<file path="config.mk">
export PLATFORM = sky130hd
export DESIGN_NAME = trgr_pixel_out
export DESIGN_NICKNAME = d
export VERILOG_FILES = /design/src/rtl/trgr_pkg.sv /design/src/rtl/trgr_pixel_out.sv
export SDC_FILE = /design/constraint.sdc
export NUM_CORES = 1
export LEC_CHECK = 0
export BUFFER_PORTS_ARGS = -buffer_cell sky130_fd_sc_hd__buf_2
export CORE_MARGIN = 3
export CORE_UTILIZATION = 40
export DETAILED_ROUTE_END_ITERATION = 16
export HOLD_SLACK_MARGIN = 0.12
export PLACE_DENSITY = 0.7
export SETUP_SLACK_MARGIN = 0.15
export SLEW_MARGIN = 5
export SYNTH_ARGS = -nofsm -noshare
export SYNTH_HDL_FRONTEND = slang
export SYNTH_SLANG_ARGS = --single-unit
</file>
<file path="constraint.sdc">
create_clock -name clk_i -period 8.72 [get_ports clk_i]
set_clock_uncertainty 0.2 [all_clocks]
set_input_delay 0 -clock clk_i [delete_from_list [all_inputs] [get_ports clk_i]]
set_output_delay 0 -clock clk_i [all_outputs]
set_load 0.02 [all_outputs]
</file>
<file path="src/rtl/trgr_pkg.sv">
package trgr_pkg;

  localparam int BANK_SIZE_DEF = 2048;
  localparam int GLYPH_ROWS    = 8;
  localparam int ROW_W         = 3;
  localparam int CODE_W        = 8;
  localparam int COLOR_W       = 4;
  localparam int ROM_ADDR_W    = 12;
  localparam int ROM_DATA_W    = 8;
  localparam int PIX_BYTE_W    = 8;
  localparam int PIX_W         = GLYPH_ROWS * PIX_BYTE_W;
  localparam int CFG_IDX_W     = 1;
  localparam int CFG_DATA_W    = 4;

  localparam logic [CODE_W-1:0]    SPACE_CODE      = 8'd32;
  localparam logic [CFG_IDX_W-1:0] CFG_BACKGROUND  = 1'b0;
  localparam logic [CFG_IDX_W-1:0] CFG_LOWER_BANK  = 1'b1;

  typedef enum logic {
    OP_RENDER = 1'b0,
    OP_LOAD   = 1'b1
  } op_e;

  typedef struct packed {
    op_e                   operation;
    logic [CODE_W-1:0]     char_code;
    logic [COLOR_W-1:0]    fg_color;
    logic [ROM_ADDR_W-1:0] rom_address;
    logic [ROM_DATA_W-1:0] rom_data;
  } in_item_t;

  typedef struct packed {
    logic [ROW_W-1:0] row_index;
    logic [PIX_W-1:0] row_pixels;
    logic             last_row;
  } out_item_t;

  // one glyph row request travelling alongside the memory read
  typedef struct packed {
    logic               space;
    logic [COLOR_W-1:0] fg_color;
    logic [ROW_W-1:0]   row_index;
    logic               last_row;
  } row_req_t;

  // byte k takes fg where glyph bit 7-k is set, bg elsewhere
  function automatic logic [PIX_W-1:0] glyph_pixels(
    input logic [ROM_DATA_W-1:0] bits,
    input logic [COLOR_W-1:0]    fg,
    input logic [COLOR_W-1:0]    bg
  );
    logic [PIX_W-1:0] pix;
    pix = '0;
    for (int k = 0; k < GLYPH_ROWS; k++) begin
      pix[k*PIX_BYTE_W +: PIX_BYTE_W] =
        PIX_BYTE_W'(bits[GLYPH_ROWS-1-k] ? fg : bg);
    end
    return pix;
  endfunction

endpackage

</file>
<file path="src/rtl/trgr_pixel_out.sv">
module trgr_pixel_out (
  input  logic                            clk_i,
  input  logic                            rst_ni,
  input  logic                            req_valid_i,
  input  trgr_pkg::row_req_t              req_i,
  output logic                            rd_free_o,
  input  logic [trgr_pkg::ROM_DATA_W-1:0] rdata_i,
  input  logic [trgr_pkg::COLOR_W-1:0]    bg_color_i,
  output logic                            out_valid_o,
  output trgr_pkg::out_item_t             out_item_o,
  input  logic                            out_stall_i
);

  logic                 rd_valid_q;
  trgr_pkg::row_req_t   rd_req_q;
  logic                 out_valid_q;
  trgr_pkg::out_item_t  out_item_q, out_item_d;
  logic                 out_adv;

  assign out_adv   = !out_valid_q || !out_stall_i;
  assign rd_free_o = !rd_valid_q || out_adv;

  always_comb begin
    out_item_d.row_index  = rd_req_q.row_index;
    out_item_d.last_row   = rd_req_q.last_row;
    out_item_d.row_pixels = rd_req_q.space
      ? trgr_pkg::glyph_pixels('0, rd_req_q.fg_color, bg_color_i)
      : trgr_pkg::glyph_pixels(rdata_i, rd_req_q.fg_color, bg_color_i);
  end

  always_ff @(posedge clk_i or negedge rst_ni) begin
    if (!rst_ni) begin
      rd_valid_q  <= 1'b0;
      out_valid_q <= 1'b0;
    end else begin
      if (rd_free_o) begin
        rd_valid_q <= req_valid_i;
      end
      if (out_adv) begin
        out_valid_q <= rd_valid_q;
      end
    end
  end

  always_ff @(posedge clk_i) begin
    if (rd_free_o && req_valid_i) begin
      rd_req_q <= req_i;
    end
    if (out_adv && rd_valid_q) begin
      out_item_q <= out_item_d;
    end
  end

  assign out_valid_o = out_valid_q;
  assign out_item_o  = out_item_q;

endmodule

</file>
**Word-level counts from Yosys, hierarchy flattened**

Index checks and enable logic that the tools add are counted.

- Bits in registers: 79
- Input bits: 25
- Output and inout port bits: 70
- Word-level logic and storage cells: 26

- Mux-type cells: 9
- Reductions and logical operators: 7

Operators with widths:

| kind | number |
|---|---|
| 60-bit two-way mux | 1 |
| 4-bit two-way mux | 8 |
| 1-bit logical NOT | 3 |
| 1-bit logical AND | 2 |
| 1-bit logical OR | 2 |

**Longest topological paths before layout**

- Depth after elaboration: 4
- Depth in mapped cells: 2
- Gate-level depth less buffers: 2

**Worst setup path before layout**

Ideal clock, no wire load.

- Path kind: register -> register
- Start point: register out_valid_q, in the netlist out_valid_o
- End point: register out_item_q, in the netlist out_item_o[0], enable pin
- Setup time: 0.484 ns
- Data arrival time: 3.161 ns
- Data required time: 8.036 ns
- Slack: 4.875 ns
- Stages on the path, launching flop included: 2
- Buffers on the path: 0
- Period minus slack after synthesis: 3.845 ns
- Cell sequence: dfrtp_1 -> a21boi_0

- Longest elaborated chain between the ends: 3

Ends and longest elaborated chain:

| what | RTL line | RTL |
|---|---|---|
| from (decl) | trgr_pixel_out.sv:16 | `logic out_valid_q;` |
| from (signal assigned) | trgr_pixel_out.sv:40 | `out_valid_q <= rd_valid_q;` |
| 1-bit logical NOT | trgr_pixel_out.sv:20 | `assign out_adv = !out_valid_q \|\| !out_stall_i;` |
| 1-bit logical OR | trgr_pixel_out.sv:20 |  |
| 1-bit logical AND | trgr_pixel_out.sv:49 | `if (out_adv && rd_valid_q) begin` |
| to (signal assigned) | trgr_pixel_out.sv:50 | `out_item_q <= out_item_d;` |
| to (decl) | trgr_pixel_out.sv:17 | `trgr_pkg::out_item_t out_item_q, out_item_d;` |

No other way between the ends.
A chain may end at the register's enable or synchronous reset.

==> metrics.txt <==
outcome=finished clean; Avg WL per Cell=about 14 um; Row Count=25; initial antenna violation count=0; final hold viol count=0; post-synth top area share=0.641; pin count of the biggest net entering global routing=37; Tcrit/Tclk final=0.247; CTS tree=done; CP Capture Type=register; drt total wl=~4200 um; Resized Gates After CTS=0; Worst Tran Pin Value=about 1.1 ns; Fmax=around 0.47 GHz; Setup Viol. Count Final=0; vias in the first global route=about 1200; DRT Pass-1 Iters=4; Critical Path Start Type=register; peak supply drop=0.119 mV; final RePlAce weighted congestion=roughly 0.73; Starting DRT DRC Count=16; post-layout util=0.566; Total GRT Usage=0.136; synthesized flop and latch total=between 40 and 50; Starting Density=0.429; number of remaining DRC errors=0; Synth Warn #=0; post-CTS setup buffer count=0; Worst Hold Launch=req_i[7]; DR vias/cell=between 4 and 5; final critical-path required period=2.15 ns; critical path required time=between 8 and 9 ns; Synth cell types=11; Synth area leaders=edfxtp_1, mux2_2, buf_4; Ports=95; Root Buffer=clkbuf_8; Post-CTS Hold Buffers=28; Sw Share=0.250; Comb pwr share=0.174; R2R Path Start=rd_req_q[8]; most frequent cells in the layout=buf_2, edfxtp_1, mux2_2, conb_1, dlygate4sd3_1; leading cell type in the layout, fill and taps excluded=buf_2; switching pwr=~130 uW; DR vias=1198; clk slew on worst S/H paths=~0.090 ns; fin. max-slew vios=0; layout cells sized above 1=0.495; Leak=around 0.0012 uW; Clock Path Buffers=2; Die H=around 79 um; total global routing overflow=0; I/O Buffers=slightly above 60; setup TNS=0 ns; Clk pwr share=0.293; Seq/Total Area, Yosys=0.665; worst min-delay path class=in -> reg; Core ar.=roughly 4900 um^2; final net count=246; global-route wire length before repair=roughly 6300 um; worst-path maximum fanout=8; crit path DAT=about 2 ns; Ant. Diodes=0; critical path launch point=rd_req_q[8]; Num CTS Buffers=5; P&R area growth vs syn=31.8%; Pint=390 uW; Pwr Density=between 150 and 200 nW/um^2; WS Path Type=reg -> reg; Die X=around 79 um; area leader, netlist=edfxtp_1; syn avg cell area=16.9 um^2; insertion delay to the later sink of the worst-skew pair=about 0.29 ns; max cap viols=0; Max-slew headroom=0.257; Syn Inst Count=between 100 and 150; Flop pwr share=0.533; die area=roughly 6000 um^2; Detail Placement HPWL=around 2600 um; Post-Syn Area=approximately 2100 um^2; H-tree depth=2; Clock Sinks=between 40 and 50; RSZ-0062 raised after global routing=no; antenna-violating nets left=0
-- registers in the layout (all words and copies together) (netlist names) --
register / cells
rd_valid_q: 1
out_valid_o: 1
out_item_d: 4
rd_req_q: 5
out_item_o: 36
-- power by group through the flow --
stage / combinational (uW) / sequential (uW) / clock, uW
6_report: 90.1 / 277 / 152
5_1_grt: 96.7 / 279 / 166
4_1_cts: 90.2 / 277 / 156
3_5_place_dp: 79.8 / 282 / 0
3_3_place_gp: 79.3 / 282 / 0
2_1_floorplan: 46.2 / 300 / 0
-- path summary, 6_finish.rpt --
path | end | slack (ns) | cells past startpoint
max reg2reg | out_item_o[59] | 6.57 | 3
min in group asynchronous | rd_valid_q | 0.36 | 3
min reg2reg | out_item_o[66] | 0.23 | 0
max | out_item_o[59] | 6.57 | 3
max in group asynchronous | out_valid_o | 7.84 | 3
min | rd_req_q[7] | 0.22 | 2
-- critical path, cell delays in order, from the launching register on --
cell	delay [ns]
edfxtp_1	0.47
and2b_2	0.34
mux2_2	0.34
dlygate4sd3_1	0.55
-- through the flow --
stage | hold slack (ns) | instance area [um^2] | worst slack (ns) | power (uW) | cells
finish | 0.215 | 2780 | 6.57 | 519 | 289
global route | 0.214 | 2780 | 6.50 | 542 | 289
CTS | 0.204 | 2780 | 6.57 | 524 | 289
detailed placement | -0.412 | 2390 | 6.80 | 362 | 253
global placement | -0.414 | 2390 | 6.83 | 361 | 253
floorplan | -0.496 | 2220 | 4.88 | 347 | 156
-- layout make-up --
cell class / count / area (um^2)
tap: 67 / 83.8
fill: 426 / 2130
timing repair buffer: 90 / 591
clock inverter: 3 / 38.8
sequential: 47 / 1400
clock buffer: 5 / 68.8
multi-input combinational: 77 / 594
-- cells in the mapped netlist --
library cell  count
edfxtp_1         45
a21boi_0          1
and2b_2           8
buf_4            32
and2_1            1
conb_1            1
nand3_1           1
a21o_1            1
dfrtp_1           2
nand2b_1          1
mux2_2           32
-- routing by layer --
metal  track usage  share of wire  vias to the layer above
li1              -              -                      589
met3        0.0367          0.072                        5
met5             0              0                        -
met2         0.233           0.49                       66
met4        0.0367         0.0086                        0
met1         0.169           0.43                      538
-- cell families after synthesis --
kind of cell,share of synthesized area
buffers and inverters,0.114
AO/OA/AOI/OAI,0.00712
other,0.00178
flip-flops,0.665
AND/OR/NAND/NOR,0.0415
multiplexers,0.171
Note: power is estimated with default switching activity, not from simulation.
