===== src/rtl/trgr_pkg.sv =====
package trgr_pkg;

  localparam int BANK_SIZE_DEF = 2048;
  localparam int GLYPH_ROWS    = 8;
  localparam int ROW_W         = 3;
  localparam int CODE_W        = 8;
  localparam int COLOR_W       = 4;
  localparam int ROM_ADDR_W    = 12;
  localparam int ROM_DATA_W    = 8;
  localparam int PIX_BYTE_W    = 8;
  localparam int PIX_W         = GLYPH_ROWS * PIX_BYTE_W;
  localparam int CFG_IDX_W     = 1;
  localparam int CFG_DATA_W    = 4;

  localparam logic [CODE_W-1:0]    SPACE_CODE      = 8'd32;
  localparam logic [CFG_IDX_W-1:0] CFG_BACKGROUND  = 1'b0;
  localparam logic [CFG_IDX_W-1:0] CFG_LOWER_BANK  = 1'b1;

  typedef enum logic {
    OP_RENDER = 1'b0,
    OP_LOAD   = 1'b1
  } op_e;

  typedef struct packed {
    op_e                   operation;
    logic [CODE_W-1:0]     char_code;
    logic [COLOR_W-1:0]    fg_color;
    logic [ROM_ADDR_W-1:0] rom_address;
    logic [ROM_DATA_W-1:0] rom_data;
  } in_item_t;

  typedef struct packed {
    logic [ROW_W-1:0] row_index;
    logic [PIX_W-1:0] row_pixels;
    logic             last_row;
  } out_item_t;

  // one glyph row request travelling alongside the memory read
  typedef struct packed {
    logic               space;
    logic [COLOR_W-1:0] fg_color;
    logic [ROW_W-1:0]   row_index;
    logic               last_row;
  } row_req_t;

  // byte k takes fg where glyph bit 7-k is set, bg elsewhere
  function automatic logic [PIX_W-1:0] glyph_pixels(
    input logic [ROM_DATA_W-1:0] bits,
    input logic [COLOR_W-1:0]    fg,
    input logic [COLOR_W-1:0]    bg
  );
    logic [PIX_W-1:0] pix;
    pix = '0;
    for (int k = 0; k < GLYPH_ROWS; k++) begin
      pix[k*PIX_BYTE_W +: PIX_BYTE_W] =
        PIX_BYTE_W'(bits[GLYPH_ROWS-1-k] ? fg : bg);
    end
    return pix;
  endfunction

endpackage


===== src/rtl/trgr_row_seq.sv =====
module trgr_row_seq #(
  parameter int BANK_SIZE = trgr_pkg::BANK_SIZE_DEF,
  parameter int ADDR_W    = $clog2(2 * BANK_SIZE)
) (
  input  logic                            clk_i,
  input  logic                            rst_ni,
  input  logic                            in_valid_i,
  input  trgr_pkg::in_item_t              in_item_i,
  output logic                            in_stall_o,
  input  logic                            bank_i,
  input  logic                            rd_free_i,
  output logic                            req_valid_o,
  output trgr_pkg::row_req_t              req_o,
  output logic                            mem_re_o,
  output logic [ADDR_W-1:0]               mem_raddr_o,
  output logic                            mem_we_o,
  output logic [ADDR_W-1:0]               mem_waddr_o,
  output logic [trgr_pkg::ROM_DATA_W-1:0] mem_wdata_o
);

  localparam int OFF_W = $clog2(BANK_SIZE);
  localparam int RED_W = OFF_W + 3;
  localparam int MEM_DEPTH = 2 * BANK_SIZE;
  localparam logic [trgr_pkg::ROW_W-1:0] LAST_ROW = trgr_pkg::ROW_W'(trgr_pkg::GLYPH_ROWS - 1);

  // (code * 8) mod bank size, code * 8 stays below 8 banks
  function automatic logic [OFF_W-1:0] start_offset(input logic [trgr_pkg::CODE_W-1:0] code);
    logic [RED_W-1:0] v;
    v = RED_W'({code, 3'b000});
    for (int i = 2; i >= 0; i--) begin
      if (v >= RED_W'(BANK_SIZE << i)) begin
        v = v - RED_W'(BANK_SIZE << i);
      end
    end
    return v[OFF_W-1:0];
  endfunction

  logic                              busy_q, busy_d;
  logic [trgr_pkg::ROW_W-1:0]        row_q, row_d;
  logic [OFF_W-1:0]                  off_q, off_d;
  logic                              space_q, space_d;
  logic [trgr_pkg::COLOR_W-1:0]      fg_q, fg_d;
  logic                              last;
  logic                              issue;
  logic                              free;
  logic                              accept;

  assign last   = (row_q == LAST_ROW);
  assign issue  = busy_q && rd_free_i;
  assign free   = !busy_q || (issue && last);
  assign accept = in_valid_i && free;

  assign in_stall_o = !free;

  always_comb begin
    busy_d  = busy_q;
    row_d   = row_q;
    off_d   = off_q;
    space_d = space_q;
    fg_d    = fg_q;
    if (issue) begin
      row_d = row_q + 1'b1;
      off_d = (off_q == OFF_W'(BANK_SIZE - 1)) ? '0 : off_q + 1'b1;
      if (last) begin
        busy_d = 1'b0;
      end
    end
    if (accept && in_item_i.operation == trgr_pkg::OP_RENDER) begin
      busy_d  = 1'b1;
      row_d   = '0;
      off_d   = start_offset(in_item_i.char_code);
      space_d = (in_item_i.char_code == trgr_pkg::SPACE_CODE);
      fg_d    = in_item_i.fg_color;
    end
  end

  always_ff @(posedge clk_i or negedge rst_ni) begin
    if (!rst_ni) begin
      busy_q <= 1'b0;
      row_q  <= '0;
    end else begin
      busy_q <= busy_d;
      row_q  <= row_d;
    end
  end

  always_ff @(posedge clk_i) begin
    off_q   <= off_d;
    space_q <= space_d;
    fg_q    <= fg_d;
  end

  assign req_valid_o     = issue;
  assign req_o.space     = space_q;
  assign req_o.fg_color  = fg_q;
  assign req_o.row_index = row_q;
  assign req_o.last_row  = last;

  assign mem_re_o    = issue && !space_q;
  assign mem_raddr_o = ADDR_W'(off_q) + (bank_i ? ADDR_W'(BANK_SIZE) : '0);

  // loads beyond both banks can never be read back
  assign mem_we_o    = accept && (in_item_i.operation == trgr_pkg::OP_LOAD)
                       && ((trgr_pkg::ROM_ADDR_W + 1)'(in_item_i.rom_address)
                           < (trgr_pkg::ROM_ADDR_W + 1)'(MEM_DEPTH));
  assign mem_waddr_o = in_item_i.rom_address[ADDR_W-1:0];
  assign mem_wdata_o = in_item_i.rom_data;

endmodule


===== config.mk =====
export PLATFORM = sky130hd
export DESIGN_NAME = trgr_row_seq
export DESIGN_NICKNAME = d
export VERILOG_FILES = /design/src/rtl/trgr_pkg.sv /design/src/rtl/trgr_row_seq.sv
export SDC_FILE = /design/constraint.sdc
export NUM_CORES = 1
export LEC_CHECK = 0
export ABC_CLOCK_PERIOD_IN_PS = 1950
export BUFFER_PORTS_ARGS = -buffer_cell sky130_fd_sc_hd__buf_4
export CORE_ASPECT_RATIO = 1.25
export CORE_MARGIN = 4
export CORE_UTILIZATION = 32
export CTS_CLUSTER_DIAMETER = 120
export CTS_CLUSTER_SIZE = 40
export DETAILED_ROUTE_END_ITERATION = 8
export PLACE_DENSITY = 0.65
export SLEW_MARGIN = 10
export SYNTH_ARGS = -nofsm -noshare
export SYNTH_HDL_FRONTEND = slang
export SYNTH_SLANG_ARGS = --single-unit
export TNS_END_PERCENT = 5

===== constraint.sdc =====
create_clock -name clk_i -period 1.95 [get_ports clk_i]
set_input_delay 0.2925 -clock clk_i [delete_from_list [all_inputs] [get_ports clk_i]]
set_output_delay 0.2925 -clock clk_i [all_outputs]
set_load 0.005 [all_outputs]

# Word level (Yosys, flattened, before mapping)

Index checks and enable logic that the tools add are counted.

Memory bits (read-only): 0
Memories kept: 0
Latch bits: 0
Input port bits: 38
RAM bits: 0
Register bits: 20
Output and inout bits: 45
Word-level logic and storage cells: 35

Bitwise logic cells: 1
Reductions and logical operators: 13
Eq/ne operators: 3
$mul: 0
Mux-type cells: 9
Magnitude comparators: 0
Divide/modulo/power cells: 0
Shift-type cells: 0
$add $sub $neg: 3

Operators by type and width:

| operator                                            | number |
|---|---|
| 2-to-1 mux 11 bit                                   | 3 |
| adder 11 x 12 -> 12 bit                             | 1 |
| 2-to-1 mux 12 bit                                   | 1 |
| adder 11 x 1 -> 11 bit, second input constant       | 1 |
| equality test 11 bit, second input constant         | 1 |
| equality test 8 x 6 -> 1 bit, second input constant | 1 |
| logical AND 1 bit                                   | 6 |
| 2-to-1 mux 3 bit                                    | 2 |
| nonzero test 2 bit                                  | 2 |
| adder 3 x 1 -> 3 bit, second input constant         | 1 |
| equality test 3 bit, second input constant          | 1 |
| zero test 1 bit                                     | 3 |
| 2-to-1 mux 1 bit                                    | 3 |
| AND reduction 2 bit                                 | 1 |
| logical OR 1 bit                                    | 1 |
| NOT 1 bit                                           | 1 |

# Longest topological paths before layout

Depth in word-level cells: 7
Gate-level depth with buffers: 8

# Worst setup path after synthesis

Ideal clock, no wire load.

Path type: register to register
Start: register row_q[0] (netlist bit)
End: register off_q[3] (data pin)
Cell stages (with the launch flop): 8
Library setup time: 0.145 ns
Buffers on the path: 0
Period minus slack after synthesis: 1.736 ns
Path slack: 0.214 ns
Arrival time: 1.592 ns
Path through: dfrtp_1 -> ha_1 -> ha_1 -> a21bo_2 -> nand2b_4 -> inv_2 -> a211o_1 -> o21ai_1

Word-level cells in the longest chain between the ends: 6

RTL lines:

| element                | RTL line           | RTL |
|---|---|---|
| start, declared        | trgr_row_seq.sv:39 | `logic [trgr_pkg::ROW_W-1:0] row_q, row_d;` |
| start signal, assigned | trgr_row_seq.sv:83 | `row_q <= row_d;` |
| equality test 3 bit    | trgr_row_seq.sv:48 | `assign last = (row_q == LAST_ROW);` |
| via last               | trgr_row_seq.sv:43 | `logic last;` |
| logical AND 1 bit      | trgr_row_seq.sv:50 | `assign free = !busy_q \|\| (issue && last);` |
| logical OR 1 bit       | trgr_row_seq.sv:50 |  |
| logical AND 1 bit      | trgr_row_seq.sv:51 | `assign accept = in_valid_i && free;` |
| logical AND 1 bit      | trgr_row_seq.sv:68 | `if (accept && in_item_i.operation == trgr_pkg::OP_RENDER) begin` |
| 2-to-1 mux 11 bit      | trgr_row_seq.sv:68 |  |
| via off_d[3]           | trgr_row_seq.sv:40 | `logic [OFF_W-1:0] off_q, off_d;` |
| end signal, assigned   | trgr_row_seq.sv:88 | `off_q <= off_d;` |
| end, declared          | trgr_row_seq.sv:40 |  |

The timed path passes the listed nets, and every way through them passes these cells.
A chain may end at the register's enable or synchronous reset.

# Final worst setup path

Start: register row_q[0] (netlist bit)
End: output mem_we_o

Word-level cells in the longest chain between the ends: 5

RTL lines:

| element             | RTL line            | RTL |
|---|---|---|
| equality test 3 bit | trgr_row_seq.sv:48  |  |
| logical AND 1 bit   | trgr_row_seq.sv:50  |  |
| logical OR 1 bit    | trgr_row_seq.sv:50  |  |
| logical AND 1 bit   | trgr_row_seq.sv:51  |  |
| logical AND 1 bit   | trgr_row_seq.sv:103 | `assign mem_we_o = accept && (in_item_i.operation == trgr_pkg::OP_LOAD)` |
| end, declared       | trgr_row_seq.sv:16  | `output logic mem_we_o,` |

Every way passes these cells.

==> metrics.md <==
| Metric | Value |
|---|---|
| Run status | `complete, no violations` |
| Cells after Synth | `~120` |
| CP required | `between 1.5 and 2 ns` |
| CTS max path bufs | `2` |
| Maximum vdd drop | `0.464 mV` |
| Int Pwr | `~0.0011 W` |
| Post-synthesis xor/xnor area fraction | `7.53%` |
| Setup CP Type | `reg -> out` |
| Antenna cells | `0` |
| First-pass GRT wire length | `between 3000 and 4000 microns` |
| Setup WS post-layout | `around 0.053 ns` |
| HP Class | `in -> reg` |
| Number of flops mapped to enable cells by yosys | `13` |
| Switching power | `0.000544 W` |
| Slew headroom | `around three quarters` |
| Gate power share | `around two fifths` |
| Via count | `867` |
| Switching share of total power | `33.2%` |
| Dominant synthesized flop cell | `edfxtp_1` |
| CORE AREA | `~3500 sq um` |
| Non-filler cells, final | `182` |
| Final Cycle Share | `~97%` |
| Pre-CTS setup slack | `0.107 ns` |
| Clock Latency Late Sink | `between 0.2 and 0.3 ns` |
| IO Port Bufs | `40` |
| Sequential area share after synthesis | `around 47%` |
| Finished Core Util | `around two fifths` |
| Root Driver | `clkbuf_8` |
| Clk sink count | `20` |
| Most common cell after layout, fill and taps aside | `buf_4` |
| Largest fanout on the critical path | `3` |
| HPWL Detailed | `around 2100 microns` |
| Die Ht | `roughly 75 microns` |
| Post-Synth Adder-Cell Area | `between 3 and 4%` |
| CTS Buf Count | `3` |
| Worst slew pin tran | `around 0.36 ns` |
| Ys Warns | `0` |
| Final slew viol count | `0` |
| Routed Antenna Nets | `0` |
| Largest family of logic cells by synthesized area | `simple AND/OR/NAND/NOR gates` |
| Initial Util | `roughly 33%` |
| Commonest cells after routing, fill and taps aside | `buf_4 (44), nand2_1 (21), edfxtp_1 (13), o21ai_1 (7)` |
| Hold Slack | `0.216 ns` |
| Final Setup Violations | `0` |
| Clock-pin transition on the worst setup and hold timing paths | `0.07 ns` |
| Clk_skew | `around 0.0064 ns` |
| Mux cell area share after synthesis | `0%` |
| Final nets | `between 150 and 200` |
| Crit. End Element | `output pin` |
| Fin. Hold Viols | `0` |
| Syn nets | `159` |
| GR Util All Layers | `11.5%` |
| CP arrival | `between 1.5 and 2 ns` |
| Dpl cells | `175` |
| Die area | `between 4000 and 5000 sq um` |
| Cell Pwr Density | `1150 nW/um^2` |
| Fmax | `between 500 and 600 MHz` |
| Synth Cell Area | `~1200 sq um` |
| Simple-Gate Fraction of Synth Area | `a little under a fifth` |
| Placement Rows | `24` |
| Min cycle time layout | `about 1.9 ns` |
| Area grow syn2layout | `22.3%` |
| Clk network pwr share | `16.7%` |
| Maximum single-stage delay on the critical path | `just over 0.4 ns` |
| Starting DRT DRC Count | `19` |
| Share of layout cells above drive strength 1 | `approximately 38%` |
| Synth Area in Compound Gates | `7.10%` |
| Routability Congestion | `0.803` |
| Max cap viols | `0` |
| Total grt overflow | `0` |
| Kind of cell adding the most delay to the critical path | `flip-flops` |
| Static leakage | `between 0.6 and 0.7 nW` |
| Die Wd | `between 60 and 70 microns` |
| Vias in the first global route | `between 800 and 900` |
| Share of power burned in registers | `44.6%` |
| Worst path slowest cell | `dfrtp_1` |
| Initial antenna violation count | `0` |
| Largest net degree at the start of global routing | `18` |
| Unique cell type count in the Yosys netlist | `29` |
| Ys async rst share | `between 20% and 30%` |
| Register bit total from synthesis | `20` |
| Final WL | `~2600 microns` |
| Vias/cell | `4.76` |
| H-Tree Depth | `1` |
| Cell Chain, Critical Path | `ha_2 -> ha_1 -> a21bo_2 -> and3_1 -> buf_4` |
| Residual DRC | `0` |
| CTS tree | `done` |
| 1st-pass router iterations | `4` |
| Critical path buffer and inverter count | `1` |
| Critical path launch point type | `register` |
| # IOs | `83` |
| DR WL/cell | `around 14 microns` |
| Avg Cell Area, Syn | `~9.9 sq um` |
-- kinds of logic after synthesis --
family                   count (synthesis)
AO/OA/AOI/OAI                           14
XOR/XNOR                                10
adder cells (fa/ha/maj)                  3
buffers and inverters                   28
flip-flops                              20
AND/OR/NAND/NOR                         43
-- layout make-up --
type,instances,area (sq um)
fill,368,2060
timing repair buffer,45,340
sequential,20,551
inverter,4,15.0
clock buffer,4,45.0
multi-input combinational,70,423
tap,39,48.8
-- metrics by stage --
| stage | area [sq um] | setup TNS [ns] | total power (W) |
|---|---|---|---|
| after global placement | 1350 | 0 | 0.00134 |
| final | 1420 | 0 | 0.00164 |
| after floorplan | 1160 | 0 | 0.00106 |
| after global routing | 1420 | -0.00745 | 0.00177 |
| after detailed placement | 1350 | 0 | 0.00136 |
| after CTS | 1410 | 0 | 0.00164 |
-- layer usage --
metal / global-route usage (%) / vias up / part of all wire (%)
met1: 13.2 / 393 / 37
met3: 1.69 / 14 / 6.7
met4: 7.31 / 0 / 3.4
met5: 0 / - / 0
li1: - / 430 / -
met2: 19.6 / 30 / 53
-- cells in the mapped netlist (2+ instances only) --
library cell	number	area (sq um)
a21oi_1	2	10.0
buf_4	23	173
dfrtp_1	4	100
dfxtp_1	3	60.1
edfxtp_1	13	390
ha_1	3	37.5
inv_1	3	11.3
nand2_1	21	78.8
nand3_1	4	20.0
nand4_1	2	12.5
nor2_1	6	22.5
nor3_1	2	10.0
o21ai_0	2	10.0
o21ai_1	7	35.0
xnor2_1	6	52.6
xor2_1	4	35.0
-- worst paths after layout --
| path | from | end | depth (start not counted) | slack (ns) |
|---|---|---|---|---|
| max | row_q[0] | mem_we_o | 5 | 0.05 |
| max reg2reg | row_q[0] | off_q[3] | 7 | 0.11 |
| min | in_item_i[21] | fg_q[1] | 1 | 0.22 |
| max in group asynchronous | rst_ni | row_q[2] | 2 | 1.48 |
| min reg2reg | off_q[1] | off_q[1] | 2 | 0.54 |
| min in group asynchronous | rst_ni | row_q[1] | 2 | 0.37 |
-- power by group through the flow --
| stage | Combinational [W] | Clock [W] | Sequential [W] |
|---|---|---|---|
| after global routing | 0.000720 | 0.000304 | 0.000750 |
| after CTS | 0.000621 | 0.000284 | 0.000731 |
| after detailed placement | 0.000619 | 0 | 0.000739 |
| after floorplan | 0.000327 | 0 | 0.000733 |
| final | 0.000636 | 0.000274 | 0.000731 |
| after global placement | 0.000607 | 0 | 0.000732 |
-- state kept, by name, indices dropped and copies added (netlist names) --
register / cells
off_q: 11
fg_q: 4
row_q: 3
busy_q: 1
space_q: 1
-- timing repair --
item / CTS / global route
setup endpoints to repair: 0 / 2
setup buffers: 0 / 2
gates resized for setup: 0 / 1
hold buffers: 1 / 0
endpoints found under the hold margin: 4 / 0
Note: power is estimated with default switching activity, not from simulation.
